File: src/rtl/core/fble_pkg.sv
`default_nettype none

package fble_pkg;

   // field widths
   localparam int TIME_W     = 48;
   localparam int GAP_W      = TIME_W + 1;
   localparam int DUR_W      = 40;
   localparam int SIZE_W     = 40;
   localparam int RATIO_W    = 16;
   localparam int CHAR_W     = 7;
   localparam int CSR_IDX_W  = 4;
   localparam int CSR_DATA_W = 48;

   // shared divider: for the ratio, the dividend is a gap shifted left by 8 fraction bits
   localparam int FRAC_W  = 8;
   localparam int DQ_W    = TIME_W + FRAC_W;
   localparam int CNT_W   = $clog2(DQ_W);
   localparam int ZQ_W    = 6;

   localparam int MAX_IDLE_ZEROS_DEF = 62;

   // ratio used when the smaller gap is not positive
   localparam logic [DQ_W-1:0] RATIO_ONE = DQ_W'(256);

   // configuration register indexes
   localparam logic [CSR_IDX_W-1:0] CSR_IDLE_PERIOD  = 4'd0;
   localparam logic [CSR_IDX_W-1:0] CSR_RATIO_STRONG = 4'd1;
   localparam logic [CSR_IDX_W-1:0] CSR_RATIO_WEAK   = 4'd2;
   localparam logic [CSR_IDX_W-1:0] CSR_RATIO_NOTPER = 4'd3;
   localparam logic [CSR_IDX_W-1:0] CSR_DUR_SHORT    = 4'd4;
   localparam logic [CSR_IDX_W-1:0] CSR_DUR_LONG     = 4'd5;
   localparam logic [CSR_IDX_W-1:0] CSR_SIZE_SMALL   = 4'd6;
   localparam logic [CSR_IDX_W-1:0] CSR_SIZE_LARGE   = 4'd7;

   // configuration reset values
   localparam logic [TIME_W-1:0]  IDLE_PERIOD_RST  = 48'd3600000000;
   localparam logic [RATIO_W-1:0] RATIO_STRONG_RST = 16'd269;
   localparam logic [RATIO_W-1:0] RATIO_WEAK_RST   = 16'd333;
   localparam logic [RATIO_W-1:0] RATIO_NOTPER_RST = 16'd1280;
   localparam logic [DUR_W-1:0]   DUR_SHORT_RST    = 40'd100000;
   localparam logic [DUR_W-1:0]   DUR_LONG_RST     = 40'd10000000;
   localparam logic [SIZE_W-1:0]  SIZE_SMALL_RST   = 40'd250;
   localparam logic [SIZE_W-1:0]  SIZE_LARGE_RST   = 40'd1100;

   // gap symbol limits, inclusive
   localparam logic [GAP_W-1:0] GAP_DOT_US   = 49'd5000000;
   localparam logic [GAP_W-1:0] GAP_COMMA_US = 49'd60000000;
   localparam logic [GAP_W-1:0] GAP_PLUS_US  = 49'd300000000;
   localparam logic [GAP_W-1:0] GAP_STAR_US  = 49'd3600000000;

   // symbols
   localparam logic [CHAR_W-1:0] CHAR_ZERO  = 7'h30;
   localparam logic [CHAR_W-1:0] CHAR_DOT   = 7'h2E;
   localparam logic [CHAR_W-1:0] CHAR_COMMA = 7'h2C;
   localparam logic [CHAR_W-1:0] CHAR_PLUS  = 7'h2B;
   localparam logic [CHAR_W-1:0] CHAR_STAR  = 7'h2A;
   localparam logic [CHAR_W-1:0] CHAR_ONE   = 7'h31;
   localparam logic [CHAR_W-1:0] CHAR_LC_A  = 7'h61;
   localparam logic [CHAR_W-1:0] CHAR_UC_A  = 7'h41;
   localparam logic [CHAR_W-1:0] CHAR_LC_R  = 7'h72;
   localparam logic [CHAR_W-1:0] CHAR_UC_R  = 7'h52;

   typedef enum logic [2:0] {
      PER_NONE,
      PER_STRONG,
      PER_WEAK,
      PER_WEAK_NOT,
      PER_NOT
   } per_type;

   typedef enum logic [3:0] {
      ST_IDLE,
      ST_SETUP,
      ST_ZCHK,
      ST_ZDIV,
      ST_ZSAT,
      ST_RSETUP,
      ST_RDIV,
      ST_CLASS,
      ST_EZERO,
      ST_ELET,
      ST_EGAP
   } state_type;

   // divider control from the sequencer
   typedef struct packed {
      logic load;
      logic step;
      logic shift;
   } div_cmd_type;

   // small / medium / large class of a value against two limits
   function automatic logic [1:0] class3(input logic [DUR_W-1:0] v,
                                         input logic [DUR_W-1:0] lo,
                                         input logic [DUR_W-1:0] hi);
      logic [1:0] c;
      if (v <= lo) begin
         c = 2'd0;
      end else if (v <= hi) begin
         c = 2'd1;
      end else begin
         c = 2'd2;
      end
      return c;
   endfunction

   // letter from periodicity row and size*3 + duration column
   function automatic logic [CHAR_W-1:0] letter_char(input per_type per,
                                                     input logic [1:0] sz,
                                                     input logic [1:0] du);
      logic [3:0]        idx;
      logic [CHAR_W-1:0] base;
      idx = ({2'b00, sz} * 4'd3) + {2'b00, du};
      case (per)
         PER_STRONG:   base = CHAR_LC_A;
         PER_WEAK:     base = CHAR_UC_A;
         PER_WEAK_NOT: base = CHAR_LC_R;
         PER_NOT:      base = CHAR_UC_R;
         default:      base = CHAR_ONE;
      endcase
      return base + {3'b000, idx};
   endfunction

endpackage

`default_nettype wire

File: src/rtl/core/fble_req_if.sv
`default_nettype none

interface fble_req_if;
   logic                          valid;
   logic                          ready;
   logic [fble_pkg::TIME_W-1:0]   start_time_us;
   logic [fble_pkg::DUR_W-1:0]    duration_us;
   logic [fble_pkg::SIZE_W-1:0]   size_bytes;

   modport source (output valid, output start_time_us, output duration_us,
                   output size_bytes, input ready);
   modport sink   (input valid, input start_time_us, input duration_us,
                   input size_bytes, output ready);
endinterface

`default_nettype wire

File: src/rtl/core/fble_rsp_if.sv
`default_nettype none

interface fble_rsp_if;
   logic                          valid;
   logic                          ready;
   logic [fble_pkg::CHAR_W-1:0]   symbol_char;
   logic                          last_symbol;

   modport source (output valid, output symbol_char, output last_symbol, input ready);
   modport sink   (input valid, input symbol_char, input last_symbol, output ready);
endinterface

`default_nettype wire

File: src/rtl/core/fble_div.sv
`default_nettype none

// restoring divider, one quotient bit per step; quotient shifts into dq
module fble_div (
   input  wire                              clock,
   input  fble_pkg::div_cmd_type            cmd,
   input  wire [fble_pkg::TIME_W-1:0]       rem_init,
   input  wire [fble_pkg::DQ_W-1:0]         dq_init,
   input  wire [fble_pkg::TIME_W-1:0]       dvs_init,
   output logic [fble_pkg::DQ_W-1:0]        dq,
   output logic                             ge
);

   logic [fble_pkg::TIME_W-1:0] rem_ff, rem_in;
   logic [fble_pkg::DQ_W-1:0]   dq_ff, dq_in;
   logic [fble_pkg::TIME_W-1:0] dvs_ff, dvs_in;
   logic [fble_pkg::TIME_W:0]   opa;
   logic [fble_pkg::TIME_W+1:0] diff;

   // partial remainder, with or without the next dividend bit
   assign opa  = cmd.shift ? {rem_ff, dq_ff[fble_pkg::DQ_W-1]} : {1'b0, rem_ff};
   assign diff = {1'b0, opa} - {2'b00, dvs_ff};
   assign ge   = ~diff[fble_pkg::TIME_W+1];
   assign dq   = dq_ff;

   // load or step
   always_comb begin
      rem_in = rem_ff;
      dq_in  = dq_ff;
      dvs_in = dvs_ff;
      if (cmd.load) begin
         rem_in = rem_init;
         dq_in  = dq_init;
         dvs_in = dvs_init;
      end else if (cmd.step) begin
         rem_in = ge ? diff[fble_pkg::TIME_W-1:0] : opa[fble_pkg::TIME_W-1:0];
         dq_in  = {dq_ff[fble_pkg::DQ_W-2:0], ge};
      end
   end

   always_ff @(posedge clock) begin
      rem_ff <= rem_in;
      dq_ff  <= dq_in;
      dvs_ff <= dvs_in;
   end

endmodule

`default_nettype wire

File: src/rtl/core/flow_behaviour_letter_encoder.sv
`default_nettype none

// channel   dir   transfer                         fields
// req_ch    in    valid & ready                    start_time_us, duration_us, size_bytes
// rsp_ch    out   valid & ready                    symbol_char, last_symbol
// csr       in    csr_we (no handshake)            csr_index, csr_wdata
//
// One flow at a time. After the transfer in: the setup state, the idle-zero count
// (ZCHK, ZDIV, ZSAT) when a zero run is possible, the gap ratio (RSETUP, RDIV)
// when both gaps are valid (56-step divider, one quotient bit per cycle), the
// class state, then one symbol per cycle while the output is not stalled.
// Synchronous reset restores the register defaults and forgets the previous flow.
// A stalled result holds in the output register; the next flow may enter then.

module flow_behaviour_letter_encoder #(
   parameter int MAX_IDLE_ZEROS = fble_pkg::MAX_IDLE_ZEROS_DEF
) (
   input  wire                                  clock,
   input  wire                                  reset,
   fble_req_if.sink                             req_ch,
   fble_rsp_if.source                           rsp_ch,
   input  wire                                  csr_we,
   input  wire [fble_pkg::CSR_IDX_W-1:0]        csr_index,
   input  wire [fble_pkg::CSR_DATA_W-1:0]       csr_wdata
);

   localparam int TW = fble_pkg::TIME_W;
   localparam int GW = fble_pkg::GAP_W;

   // configuration registers
   logic [TW-1:0]                    idle_period_ff;
   logic [fble_pkg::RATIO_W-1:0]     ratio_strong_ff, ratio_weak_ff, ratio_notper_ff;
   logic [fble_pkg::DUR_W-1:0]       dur_short_ff, dur_long_ff;
   logic [fble_pkg::SIZE_W-1:0]      size_small_ff, size_large_ff;

   // flow history
   logic [TW-1:0]                    prev_start_ff, prev_start_in;
   logic                             have_prev_ff, have_prev_in;
   logic [GW-1:0]                    prev_gap_ff, prev_gap_in;
   logic                             prev_gap_valid_ff, prev_gap_valid_in;

   // working registers for the flow in progress
   fble_pkg::state_type              state_ff, state_in;
   logic [fble_pkg::DUR_W-1:0]       dur_ff, dur_in;
   logic [fble_pkg::SIZE_W-1:0]      size_ff, size_in;
   logic [GW-1:0]                    gap_cur_ff, gap_cur_in;
   logic [GW-1:0]                    gap_old_ff, gap_old_in;
   logic                             cur_v_ff, cur_v_in;
   logic                             both_v_ff, both_v_in;
   logic [fble_pkg::CNT_W-1:0]       cnt_ff, cnt_in;
   logic [fble_pkg::ZQ_W-1:0]        zeros_ff, zeros_in;
   logic [fble_pkg::CHAR_W-1:0]      letter_ff, letter_in;
   logic [fble_pkg::CHAR_W-1:0]      gsym_ff, gsym_in;
   logic                             gsym_v_ff, gsym_v_in;

   // output register
   logic                             rsp_valid_ff, rsp_valid_in;
   logic [fble_pkg::CHAR_W-1:0]      rsp_char_ff, rsp_char_in;
   logic                             rsp_last_ff, rsp_last_in;

   // sequencer outputs
   fble_pkg::div_cmd_type            div_cmd;
   logic                             emit_en;
   logic [fble_pkg::CHAR_W-1:0]      emit_char;
   logic                             emit_last;

   // divider hookup
   logic [TW-1:0]                    div_rem_init, div_dvs_init;
   logic [fble_pkg::DQ_W-1:0]        div_dq_init, div_dq;
   logic                             div_ge;

   // helpers
   logic                             req_fire, out_free;
   logic [GW-1:0]                    gap_new;
   logic                             sel_cur, sel_old, zero_go;
   logic [TW-1:0]                    zero_src;
   logic                             cur_ge_old, small_pos;
   logic [GW-1:0]                    gap_big, gap_small;
   logic [fble_pkg::ZQ_W-1:0]        zq, zmax;
   logic                             ratio_hi;
   logic [fble_pkg::RATIO_W-1:0]     ratio_lo;
   fble_pkg::per_type                per;
   logic [1:0]                       sz_cls, du_cls;

   assign req_fire      = req_ch.valid && req_ch.ready;
   assign req_ch.ready  = (state_ff == fble_pkg::ST_IDLE);
   assign out_free      = !rsp_valid_ff || rsp_ch.ready;
   assign rsp_ch.valid       = rsp_valid_ff;
   assign rsp_ch.symbol_char = rsp_char_ff;
   assign rsp_ch.last_symbol = rsp_last_ff;

   // current gap, zero when there is no previous flow
   assign gap_new = have_prev_ff ?
                    ({1'b0, req_ch.start_time_us} - {1'b0, prev_start_ff}) : '0;

   // which gap feeds the idle-zero count
   assign sel_cur  = !gap_cur_ff[GW-1] && (gap_cur_ff[TW-1:0] >= idle_period_ff);
   assign sel_old  = !gap_old_ff[GW-1] && (gap_old_ff[TW-1:0] >= idle_period_ff);
   assign zero_go  = both_v_ff && (sel_cur || sel_old);
   assign zero_src = sel_cur ? gap_cur_ff[TW-1:0] : gap_old_ff[TW-1:0];

   // larger and smaller gap for the ratio
   assign cur_ge_old = ($signed(gap_cur_ff) >= $signed(gap_old_ff));
   assign gap_big    = cur_ge_old ? gap_cur_ff : gap_old_ff;
   assign gap_small  = cur_ge_old ? gap_old_ff : gap_cur_ff;
   assign small_pos  = !gap_small[GW-1] && (gap_small[TW-1:0] != '0);

   // zero count saturation
   assign zq   = div_dq[fble_pkg::ZQ_W-1:0];
   assign zmax = fble_pkg::ZQ_W'(MAX_IDLE_ZEROS);

   // periodicity and letter classes
   assign ratio_hi = |div_dq[fble_pkg::DQ_W-1:fble_pkg::RATIO_W];
   assign ratio_lo = div_dq[fble_pkg::RATIO_W-1:0];
   assign sz_cls   = fble_pkg::class3(size_ff, size_small_ff, size_large_ff);
   assign du_cls   = fble_pkg::class3(dur_ff, dur_short_ff, dur_long_ff);

   always_comb begin
      if (!both_v_ff) begin
         per = fble_pkg::PER_NONE;
      end else if (!ratio_hi && (ratio_lo <= ratio_strong_ff)) begin
         per = fble_pkg::PER_STRONG;
      end else if (!ratio_hi && (ratio_lo < ratio_weak_ff)) begin
         per = fble_pkg::PER_WEAK;
      end else if (!ratio_hi && (ratio_lo < ratio_notper_ff)) begin
         per = fble_pkg::PER_WEAK_NOT;
      end else begin
         per = fble_pkg::PER_NOT;
      end
   end

   // divider load values per phase
   always_comb begin
      if (state_ff == fble_pkg::ST_SETUP) begin
         div_rem_init = {{fble_pkg::ZQ_W{1'b0}}, zero_src[TW-1:fble_pkg::ZQ_W]};
         div_dq_init  = {zero_src[fble_pkg::ZQ_W-1:0],
                         {(fble_pkg::DQ_W-fble_pkg::ZQ_W){1'b0}}};
         div_dvs_init = idle_period_ff;
      end else begin
         div_rem_init = '0;
         div_dq_init  = small_pos ? {gap_big[TW-1:0], {fble_pkg::FRAC_W{1'b0}}}
                                  : fble_pkg::RATIO_ONE;
         div_dvs_init = gap_small[TW-1:0];
      end
   end

   fble_div u_div (
      .clock    (clock),
      .cmd      (div_cmd),
      .rem_init (div_rem_init),
      .dq_init  (div_dq_init),
      .dvs_init (div_dvs_init),
      .dq       (div_dq),
      .ge       (div_ge)
   );

   // next state
   always_comb begin
      state_in = state_ff;
      case (state_ff)
         fble_pkg::ST_IDLE: begin
            if (req_fire) state_in = fble_pkg::ST_SETUP;
         end
         fble_pkg::ST_SETUP: begin
            state_in = zero_go ? fble_pkg::ST_ZCHK : fble_pkg::ST_RSETUP;
         end
         fble_pkg::ST_ZCHK: begin
            state_in = div_ge ? fble_pkg::ST_RSETUP : fble_pkg::ST_ZDIV;
         end
         fble_pkg::ST_ZDIV: begin
            if (cnt_ff == '0) state_in = fble_pkg::ST_ZSAT;
         end
         fble_pkg::ST_ZSAT: begin
            state_in = fble_pkg::ST_RSETUP;
         end
         fble_pkg::ST_RSETUP: begin
            state_in = (both_v_ff && small_pos) ? fble_pkg::ST_RDIV : fble_pkg::ST_CLASS;
         end
         fble_pkg::ST_RDIV: begin
            if (cnt_ff == '0) state_in = fble_pkg::ST_CLASS;
         end
         fble_pkg::ST_CLASS: begin
            state_in = (zeros_ff != '0) ? fble_pkg::ST_EZERO : fble_pkg::ST_ELET;
         end
         fble_pkg::ST_EZERO: begin
            if (out_free && (zeros_ff == fble_pkg::ZQ_W'(1))) state_in = fble_pkg::ST_ELET;
         end
         fble_pkg::ST_ELET: begin
            if (out_free) state_in = gsym_v_ff ? fble_pkg::ST_EGAP : fble_pkg::ST_IDLE;
         end
         fble_pkg::ST_EGAP: begin
            if (out_free) state_in = fble_pkg::ST_IDLE;
         end
         default: state_in = fble_pkg::ST_IDLE;
      endcase
   end

   // sequencer outputs
   always_comb begin
      div_cmd   = '0;
      emit_en   = 1'b0;
      emit_char = fble_pkg::CHAR_ZERO;
      emit_last = 1'b0;
      case (state_ff)
         fble_pkg::ST_SETUP: begin
            div_cmd.load = zero_go;
         end
         fble_pkg::ST_ZDIV, fble_pkg::ST_RDIV: begin
            div_cmd.step  = 1'b1;
            div_cmd.shift = 1'b1;
         end
         fble_pkg::ST_RSETUP: begin
            div_cmd.load = both_v_ff;
         end
         fble_pkg::ST_EZERO: begin
            emit_en = out_free;
         end
         fble_pkg::ST_ELET: begin
            emit_en   = out_free;
            emit_char = letter_ff;
            emit_last = !gsym_v_ff;
         end
         fble_pkg::ST_EGAP: begin
            emit_en   = out_free;
            emit_char = gsym_ff;
            emit_last = 1'b1;
         end
         default: begin
            div_cmd = '0;
         end
      endcase
   end

   // datapath next values
   always_comb begin
      prev_start_in     = prev_start_ff;
      have_prev_in      = have_prev_ff;
      prev_gap_in       = prev_gap_ff;
      prev_gap_valid_in = prev_gap_valid_ff;
      dur_in            = dur_ff;
      size_in           = size_ff;
      gap_cur_in        = gap_cur_ff;
      gap_old_in        = gap_old_ff;
      cur_v_in          = cur_v_ff;
      both_v_in         = both_v_ff;
      cnt_in            = cnt_ff;
      zeros_in          = zeros_ff;
      letter_in         = letter_ff;
      gsym_in           = gsym_ff;
      gsym_v_in         = gsym_v_ff;
      rsp_valid_in      = rsp_valid_ff;
      rsp_char_in       = rsp_char_ff;
      rsp_last_in       = rsp_last_ff;

      // take the flow and roll the history forward
      if (req_fire) begin
         dur_in            = req_ch.duration_us;
         size_in           = req_ch.size_bytes;
         gap_cur_in        = gap_new;
         gap_old_in        = prev_gap_ff;
         cur_v_in          = have_prev_ff;
         both_v_in         = have_prev_ff && prev_gap_valid_ff;
         prev_start_in     = req_ch.start_time_us;
         have_prev_in      = 1'b1;
         prev_gap_in       = gap_new;
         prev_gap_valid_in = have_prev_ff;
      end

      case (state_ff)
         fble_pkg::ST_SETUP: begin
            zeros_in  = '0;
            gsym_v_in = cur_v_ff && ($signed(gap_cur_ff) <= $signed(fble_pkg::GAP_STAR_US));
            if ($signed(gap_cur_ff) <= $signed(fble_pkg::GAP_DOT_US)) begin
               gsym_in = fble_pkg::CHAR_DOT;
            end else if ($signed(gap_cur_ff) <= $signed(fble_pkg::GAP_COMMA_US)) begin
               gsym_in = fble_pkg::CHAR_COMMA;
            end else if ($signed(gap_cur_ff) <= $signed(fble_pkg::GAP_PLUS_US)) begin
               gsym_in = fble_pkg::CHAR_PLUS;
            end else begin
               gsym_in = fble_pkg::CHAR_STAR;
            end
         end
         fble_pkg::ST_ZCHK: begin
            // quotient of 64 or more saturates at once
            if (div_ge) zeros_in = zmax;
            cnt_in = fble_pkg::CNT_W'(fble_pkg::ZQ_W - 1);
         end
         fble_pkg::ST_ZDIV, fble_pkg::ST_RDIV: begin
            cnt_in = cnt_ff - fble_pkg::CNT_W'(1);
         end
         fble_pkg::ST_ZSAT: begin
            zeros_in = (zq > zmax) ? zmax : zq;
         end
         fble_pkg::ST_RSETUP: begin
            cnt_in = fble_pkg::CNT_W'(fble_pkg::DQ_W - 1);
         end
         fble_pkg::ST_CLASS: begin
            letter_in = fble_pkg::letter_char(per, sz_cls, du_cls);
         end
         fble_pkg::ST_EZERO: begin
            if (out_free) zeros_in = zeros_ff - fble_pkg::ZQ_W'(1);
         end
         default: begin
            cnt_in = cnt_ff;
         end
      endcase

      // output register
      if (emit_en) begin
         rsp_valid_in = 1'b1;
         rsp_char_in  = emit_char;
         rsp_last_in  = emit_last;
      end else if (rsp_ch.ready) begin
         rsp_valid_in = 1'b0;
      end
   end

   // control registers
   always_ff @(posedge clock) begin
      if (reset) begin
         state_ff          <= fble_pkg::ST_IDLE;
         have_prev_ff      <= 1'b0;
         prev_gap_valid_ff <= 1'b0;
         rsp_valid_ff      <= 1'b0;
      end else begin
         state_ff          <= state_in;
         have_prev_ff      <= have_prev_in;
         prev_gap_valid_ff <= prev_gap_valid_in;
         rsp_valid_ff      <= rsp_valid_in;
      end
   end

   // payload registers
   always_ff @(posedge clock) begin
      prev_start_ff <= prev_start_in;
      prev_gap_ff   <= prev_gap_in;
      dur_ff        <= dur_in;
      size_ff       <= size_in;
      gap_cur_ff    <= gap_cur_in;
      gap_old_ff    <= gap_old_in;
      cur_v_ff      <= cur_v_in;
      both_v_ff     <= both_v_in;
      cnt_ff        <= cnt_in;
      zeros_ff      <= zeros_in;
      letter_ff     <= letter_in;
      gsym_ff       <= gsym_in;
      gsym_v_ff     <= gsym_v_in;
      rsp_char_ff   <= rsp_char_in;
      rsp_last_ff   <= rsp_last_in;
   end

   // configuration writes, unknown indexes ignored
   always_ff @(posedge clock) begin
      if (reset) begin
         idle_period_ff  <= fble_pkg::IDLE_PERIOD_RST;
         ratio_strong_ff <= fble_pkg::RATIO_STRONG_RST;
         ratio_weak_ff   <= fble_pkg::RATIO_WEAK_RST;
         ratio_notper_ff <= fble_pkg::RATIO_NOTPER_RST;
         dur_short_ff    <= fble_pkg::DUR_SHORT_RST;
         dur_long_ff     <= fble_pkg::DUR_LONG_RST;
         size_small_ff   <= fble_pkg::SIZE_SMALL_RST;
         size_large_ff   <= fble_pkg::SIZE_LARGE_RST;
      end else if (csr_we) begin
         case (csr_index)
            fble_pkg::CSR_IDLE_PERIOD:  idle_period_ff  <= csr_wdata[TW-1:0];
            fble_pkg::CSR_RATIO_STRONG: ratio_strong_ff <= csr_wdata[fble_pkg::RATIO_W-1:0];
            fble_pkg::CSR_RATIO_WEAK:   ratio_weak_ff   <= csr_wdata[fble_pkg::RATIO_W-1:0];
            fble_pkg::CSR_RATIO_NOTPER: ratio_notper_ff <= csr_wdata[fble_pkg::RATIO_W-1:0];
            fble_pkg::CSR_DUR_SHORT:    dur_short_ff    <= csr_wdata[fble_pkg::DUR_W-1:0];
            fble_pkg::CSR_DUR_LONG:     dur_long_ff     <= csr_wdata[fble_pkg::DUR_W-1:0];
            fble_pkg::CSR_SIZE_SMALL:   size_small_ff   <= csr_wdata[fble_pkg::SIZE_W-1:0];
            fble_pkg::CSR_SIZE_LARGE:   size_large_ff   <= csr_wdata[fble_pkg::SIZE_W-1:0];
            default: begin
               idle_period_ff <= idle_period_ff;
            end
         endcase
      end
   end

endmodule

`default_nettype wire

File: src/flat_wrapper.sv
// flat-port wrapper written by rule: the top's interface ports become plain ports
module flow_behaviour_letter_encoder_flat 
#(
   parameter int MAX_IDLE_ZEROS = fble_pkg::MAX_IDLE_ZEROS_DEF
)
  (clock, reset, csr_we, csr_index, csr_wdata, req_ch_valid, req_ch_start_time_us, req_ch_duration_us, req_ch_size_bytes, req_ch_ready, rsp_ch_valid, rsp_ch_symbol_char, rsp_ch_last_symbol, rsp_ch_ready);
  fble_req_if req_ch_i ();
  fble_rsp_if rsp_ch_i ();
  input  wire clock;
  input  wire reset;
  input  wire csr_we;
  input  wire [fble_pkg::CSR_IDX_W-1:0] csr_index;
  input  wire [fble_pkg::CSR_DATA_W-1:0] csr_wdata;
  input wire logic [$bits(req_ch_i.valid)-1:0] req_ch_valid;
  input wire logic [$bits(req_ch_i.start_time_us)-1:0] req_ch_start_time_us;
  input wire logic [$bits(req_ch_i.duration_us)-1:0] req_ch_duration_us;
  input wire logic [$bits(req_ch_i.size_bytes)-1:0] req_ch_size_bytes;
  output wire logic [$bits(req_ch_i.ready)-1:0] req_ch_ready;
  output wire logic [$bits(rsp_ch_i.valid)-1:0] rsp_ch_valid;
  output wire logic [$bits(rsp_ch_i.symbol_char)-1:0] rsp_ch_symbol_char;
  output wire logic [$bits(rsp_ch_i.last_symbol)-1:0] rsp_ch_last_symbol;
  input wire logic [$bits(rsp_ch_i.ready)-1:0] rsp_ch_ready;
  assign req_ch_i.valid = req_ch_valid;
  assign req_ch_i.start_time_us = req_ch_start_time_us;
  assign req_ch_i.duration_us = req_ch_duration_us;
  assign req_ch_i.size_bytes = req_ch_size_bytes;
  assign req_ch_ready = req_ch_i.ready;
  assign rsp_ch_valid = rsp_ch_i.valid;
  assign rsp_ch_symbol_char = rsp_ch_i.symbol_char;
  assign rsp_ch_last_symbol = rsp_ch_i.last_symbol;
  assign rsp_ch_i.ready = rsp_ch_ready;
  flow_behaviour_letter_encoder #(.MAX_IDLE_ZEROS(MAX_IDLE_ZEROS)) u_core (.clock(clock), .reset(reset), .req_ch(req_ch_i), .rsp_ch(rsp_ch_i), .csr_we(csr_we), .csr_index(csr_index), .csr_wdata(csr_wdata));
endmodule
File: config.mk
export PLATFORM = sky130hd
export DESIGN_NAME = flow_behaviour_letter_encoder_flat
export DESIGN_NICKNAME = d
export VERILOG_FILES = /design/src/rtl/core/fble_pkg.sv /design/src/rtl/core/fble_req_if.sv /design/src/rtl/core/fble_rsp_if.sv /design/src/rtl/core/fble_div.sv /design/src/rtl/core/flow_behaviour_letter_encoder.sv /design/src/flat_wrapper.sv
export SDC_FILE = /design/constraint.sdc
export NUM_CORES = 2
export LEC_CHECK = 0
export ABC_AREA = 1
export BUFFER_PORTS_ARGS = -buffer_cell sky130_fd_sc_hd__buf_2
export CORE_ASPECT_RATIO = 1.75
export CORE_MARGIN = 2
export CORE_UTILIZATION = 63
export CTS_CLUSTER_DIAMETER = 40
export DETAILED_ROUTE_END_ITERATION = 6
export GPL_ROUTABILITY_DRIVEN = 0
export PLACE_DENSITY_LB_ADDON = 0.05
export SYNTH_ARGS = -nofsm -noshare
export SYNTH_HDL_FRONTEND = slang
export SYNTH_SLANG_ARGS = --single-unit
File: constraint.sdc
create_clock -name clock -period 17.96 [get_ports clock]
set_input_delay 3.592 -clock clock [delete_from_list [all_inputs] [get_ports clock]]
set_output_delay 3.592 -clock clock [all_outputs]
set_load 0.05 [all_outputs]
### Word level (Yosys, flattened, before mapping)

Index checks and enable logic that the tools add are counted.

* bits in registers: 678
* bits of input ports: 185
* output and inout port bits: 10
* logic and storage cells: 175

* add/sub/neg operators: 6
* multiply operators: 1
* magnitude comparators: 15
* equality and inequality tests: 30
* multiplexer cells: 49
* bitwise operators: 1
* reductions and logical operators: 43

Operators with widths (number)
* 2-to-1 mux 48 bit: 6
* 2-to-1 mux 56 bit: 4
* <= comparator 40 bit: 4
* 2-to-1 mux 49 bit: 2
* greater-or-equal comparator 48 bit: 2
* subtractor 49 x 48 -> 50 bit: 1
* greater-or-equal comparator 49 bit: 1
* <= comparator 49 x 24 -> 1 bit (second input constant): 1
* <= comparator 49 x 27 -> 1 bit (second input constant): 1
* <= comparator 49 x 30 -> 1 bit (second input constant): 1
* <= comparator 49 x 33 -> 1 bit (second input constant): 1
* subtractor 48 x 48 -> 49 bit: 1
* nonzero test 48 bit: 1
* one-hot mux 4 bit (11 select lines): 1
* 2-to-1 mux 42 bit: 1
* OR reduction 40 bit: 1
* equality test 4 x 3 -> 1 bit (second input constant): 8
* < comparator 16 bit: 2
* 2-to-1 mux 4 bit: 7
* one-hot mux 7 bit (4 select lines): 1
* one-hot mux 6 bit (4 select lines): 1
* 2-to-1 mux 3 bit: 6
* 2-to-1 mux 6 bit: 3
* one-hot mux 6 bit (3 select lines): 1
* other kinds (35): 87

### Longest topological paths before layout

* depth in word-level cells: 11
* gate-level depth with buffers: 28
* gate-level depth less buffers: 26

### By module

From an unflattened synthesis, not the netlist that was laid out.

* cell total of the unflattened synthesis: 5736
* area, all modules: 44209.9 sq um

Modules (own cells, without submodules)
* flow_behaviour_letter_encoder: instances 1, cells an instance 3964, area each 32356.0 sq um, seq. area each 13042.5 sq um
* fble_div: instances 1, cells an instance 1772, area each 11853.9 sq um, seq. area each 4564.4 sq um

### Worst setup path before layout

Ideal clock, no wire load.

* path type: input to register
* start: input req_ch_valid
* end: register u_core.prev_gap_valid_ff
* library setup time: 0.143 ns
* arrival time: 13.876 ns
* data required time: 17.817 ns
* slack: 3.941 ns
* stages on the path: 4
* buffers on the path: 0
* path through: inv_1 nor2_1 o21ai_0 a21oi_1

* word-level cells in the longest chain between the ends: 1

RTL lines
* start: declaration: line flat_wrapper.sv:14 `input wire logic [$bits(req_ch_i.valid)-1:0] req_ch_valid;`
* logical AND 1 bit: line flow_behaviour_letter_encoder.sv:85 `assign req_fire = req_ch.valid && req_ch.ready;`
* net u_core.req_fire: line flow_behaviour_letter_encoder.sv:73 `logic req_fire, out_free;`
* end signal: assignment: line flow_behaviour_letter_encoder.sv:328 `prev_gap_valid_ff <= prev_gap_valid_in;`
* end: declaration: line flow_behaviour_letter_encoder.sv:40 `logic prev_gap_valid_ff, prev_gap_valid_in;`

The timed path passes the listed nets, and every way through them passes these cells.
A chain may end at the register's enable or synchronous reset.

### Final worst setup path

* start: input req_ch_start_time_us[0]
* end: register u_core.prev_gap_ff[40] (data pin)

* word-level cells in the longest chain between the ends: 1

RTL lines
* start: declaration: line flat_wrapper.sv:15 `input wire logic [$bits(req_ch_i.start_time_us)-1:0] req_ch_start_time_us;`
* subtractor 48 x 48 -> 49 bit: line flow_behaviour_letter_encoder.sv:94 `({1'b0, req_ch.start_time_us} - {1'b0, prev_start_ff}) : '0;`
* end signal: assignment: line flow_behaviour_letter_encoder.sv:336 `prev_gap_ff <= prev_gap_in;`
* end: declaration: line flow_behaviour_letter_encoder.sv:39 `logic [GW-1:0] prev_gap_ff, prev_gap_in;`

Every way passes these cells.

==> flow_summary.json <==
{
  "synthCells": 5044,
  "crit_top_cell": "nand2_1",
  "drt_iter0_drc": 2911,
  "cts_buffers": 68,
  "cts-root-buf": "clkbuf_16",
  "placed_area_um2": 43300,
  "setup_viol": 0,
  "grt_pass1_vias": 35300,
  "grt_pass1_wl_um": 193000,
  "cts_tree": "built",
  "ant_nets": 0,
  "period_share_pct": 34.6,
  "die_w_um": 198,
  "synth_cell_types": 58,
  "nets": 5803,
  "ys_ff_latch": 674,
  "synth_nets": 5689,
  "hold_buffers": 0,
  "ir_drop_v": 0.000152,
  "seqCellArea_um2": 17600,
  "crit_type": "primary input to flip-flop",
  "clkTransAtPathRegs_ps": 70,
  "crit_path_max_incr_delay_ps": 470,
  "numClockSinks": 674,
  "yosys_warnings": 0,
  "slew_viol_final": 4,
  "ios": 195,
  "crit_slowest_cell": "o21ai_0",
  "via_per_inst": 5.99,
  "cp_top_family": "compound AO/OA/AOI/OAI gates",
  "start_kind": "primary input",
  "cts.path.max_buffers": 3,
  "status": "complete, but fails checks",
  "hp-class": "flip-flop to flip-flop",
  "cp-end-kind": "flip-flop",
  "globalRoute.totalOverflow": 0,
  "gr-usage-all-layers_pct": 37.2,
  "synth_edf_count": 411,
  "core_um2": 65500,
  "die_area_um2": 68300,
  "num_vias": 36600,
  "cts_setup_buffers": 0,
  "crit_chain": "buf_2 > inv_1 > ha_1 > fa_1 > o21ai_0 > a21oi_1 > inv_1 > nand2_1 > nand2_1 > a21boi_0 > o21ai_0 > nand3_1 > o311ai_0 > nand3_1 > nand2_1 > nand2_1 > nand2_1 > nor2_1",
  "dpl.hpwl_um": 95300,
  "min_period_ps": 6210,
  "tns_ps": 0,
  "timing.fmax_ghz": 0.161,
  "worstMarginPinSlew_ps": 1550,
  "post-route-util_pct": 69.7,
  "synthArstFlopShare_pct": 0,
  "hold_ws_ps": 457,
  "wl_um": 127000,
  "drive_above_1_share_pct": 6.87,
  "drv_cap": 1,
  "avgSynthCellArea_um2": 8.27,
  "power_density_nw_per_um2": 165,
  "relSlewSlack_pct": -4.36,
  "synthFlopType": "edfxtp_1",
  "syn2layout_area_growth_pct": 9.45,
  "drc": 0,
  "cts-resized-gates": 0,
  "netlist_area_um2": 41700,
  "ys_seq_area_share_pct": 42.2,
  "n_fill_cell": 5456,
  "path_max_fanout": 5,
  "drtPass1Iterations": 6,
  "clock_latency_ps": 640,
  "die_y_um": 344,
  "violations": "capacitance limit, slew limit",
  "p_leak_nw": 19.6,
  "hold_viol_final": 0,
  "rsz0062_at_grt": "no",
  "cts_max_level": 3,
  "rows": 124,
  "grt_max_degree": 168,
  "multiInputGateArea_um2": 20500,
  "port_buffers": 194,
  "crit_buf_inv": 3,
  "skew_ps": 16.4,
  "required_ps": 18350,
  "fin_area_um2": 45600,
  "grt_antenna_before_repair": 14,
  "worstPathArrival_ps": 6600,
  "start_util_pct": 63.7,
  "routedWlPerCell_um": 20.8
}
## cell families after synthesis
family | count (synthesis) | share of synthesized area [%]
mux | 1 | 0.0240
xor+xnor | 50 | 1.05
flops | 674 | 42.2
compound gates | 1427 | 19.4
buf+inv | 943 | 8.68
fa+ha+maj | 460 | 13.9
simple gates | 1489 | 14.7
## final timing paths
kind | startpoint | end | slack, ps | depth (start not counted)
worst max-delay path | req_ch_start_time_us[0] | u_core.prev_gap_ff[40] | 11750 | 18
worst max register to register | u_core.state_ff[1] | u_core.u_div.rem_ff[45] | 11870 | 24
worst min register to register | u_core.dur_long_ff[13] | u_core.dur_long_ff[13] | 460 | 2
worst min-delay path | u_core.dur_long_ff[13] | u_core.dur_long_ff[13] | 460 | 2
## cell type report
cell class,count,share of cell area (%)
antenna,11,0.0603
clock buffer,97,4.44
tap,882,2.42
timing repair buffer,220,2.58
inverter,767,6.32
clock inverter,28,0.639
multi-input combinational,3427,45.0
sequential,674,38.6
## synth_stat cells (all sizes together) (2+ instances only)
master	instances	share of area, %
o31ai	33	0.59
edfxtp	411	30
nor3	59	0.71
a221oi	6	0.13
nand3b	16	0.29
or2	7	0.11
dfxtp	263	13
o21ai	494	5.9
a41oi	2	0.042
and2	2	0.030
a2111oi	7	0.15
o211ai	130	2.3
o311ai	4	0.084
o21bai	10	0.18
a31oi	46	0.69
and3	2	0.030
clkbuf	150	1.4
ha	455	14
nand2	916	8.3
fa	5	0.24
xor2	31	0.65
a211oi	10	0.18
o22ai	2	0.030
nor4	22	0.33
buf	26	0.42
o32ai	14	0.29
inv	760	6.8
o221ai	26	0.55
a21oi	566	6.8
a21boi	8	0.14
o21a	39	0.70
nand3	121	1.5
xnor2	19	0.40
nor2	288	2.6
nand4	54	0.81
o2111ai	10	0.21
a311oi	2	0.042
a21o	10	0.18
a22o	3	0.063
clkinv	7	0.063
## sequential cells by signal (all words and copies together) (netlist names), 7 cells and up
register / cells
u_core.u_div.dq: 56
u_core.gap_old_ff: 49
u_core.prev_gap_ff: 49
u_core.idle_period_ff: 48
u_core.prev_start_ff: 48
u_core.u_div.dvs_ff: 48
u_core.u_div.rem_ff: 48
u_core.dur_ff: 40
u_core.dur_long_ff: 40
u_core.dur_short_ff: 40
u_core.size_ff: 40
u_core.size_large_ff: 40
u_core.size_small_ff: 40
u_core.ratio_notper_ff: 16
u_core.ratio_strong_ff: 16
u_core.ratio_weak_ff: 16
u_core.letter_ff: 7
u_core.rsp_ch.symbol_char: 7
## per-layer routing
| metal | GRT usage [%] | share of wire, % | vias to the layer above |
|---|---|---|---|
| li1 | - | - | 17600 |
| met1 | 40.2 | 35 | 16900 |
| met2 | 65.8 | 49 | 1529 |
| met3 | 6.02 | 6.8 | 489 |
| met4 | 27.3 | 8.5 | 14 |
| met5 | 0 | 0.070 | - |
## cell usage in the layout, fill, tap and decap left out, types with 14 or more instances in the layout
cell type / n
dfxtp_1: 263
clkbuf_16: 72
o32ai_1: 14
nand4_1: 54
a21oi_1: 566
a31oi_1: 46
inv_1: 757
nor2_1: 284
o21a_1: 39
o221ai_1: 26
nor3_1: 59
o31ai_1: 33
buf_2: 194
xor2_1: 31
o21ai_0: 487
nand2_1: 910
ha_1: 455
buf_4: 25
xnor2_1: 19
nor4_1: 22
nand3_1: 118
nand3b_1: 16
o211ai_1: 130
edfxtp_1: 411
## tightest hold or removal path, delay by kind of cell (launching register included)
kind / cells / cell delay, ps
DFF: 1 / 300
AOI/OAI and AO/OA: 1 / 50
buffers and inverters: 1 / 60
## per-stage QoR
stage	total power [W]	std cells	setup WS [ps]
3_5_place_dp	0.00595	5970	11270
3_3_place_gp	0.00587	5970	11320
4_1_cts	0.00744	6095	11840
5_1_grt	0.00802	6097	11350
2_1_floorplan	0.00500	5044	3940
6_report	0.00752	6106	11750
## where the power goes
group	leakage (nW)	switching (W)	internal [W]
Sequential	5.98	0.000309	0.00218
Combinational	12.5	0.00243	0.00113
Clock	1.13	0.000636	0.000842
Total	19.6	0.00337	0.00415
(Power assumes the default switching activity.)
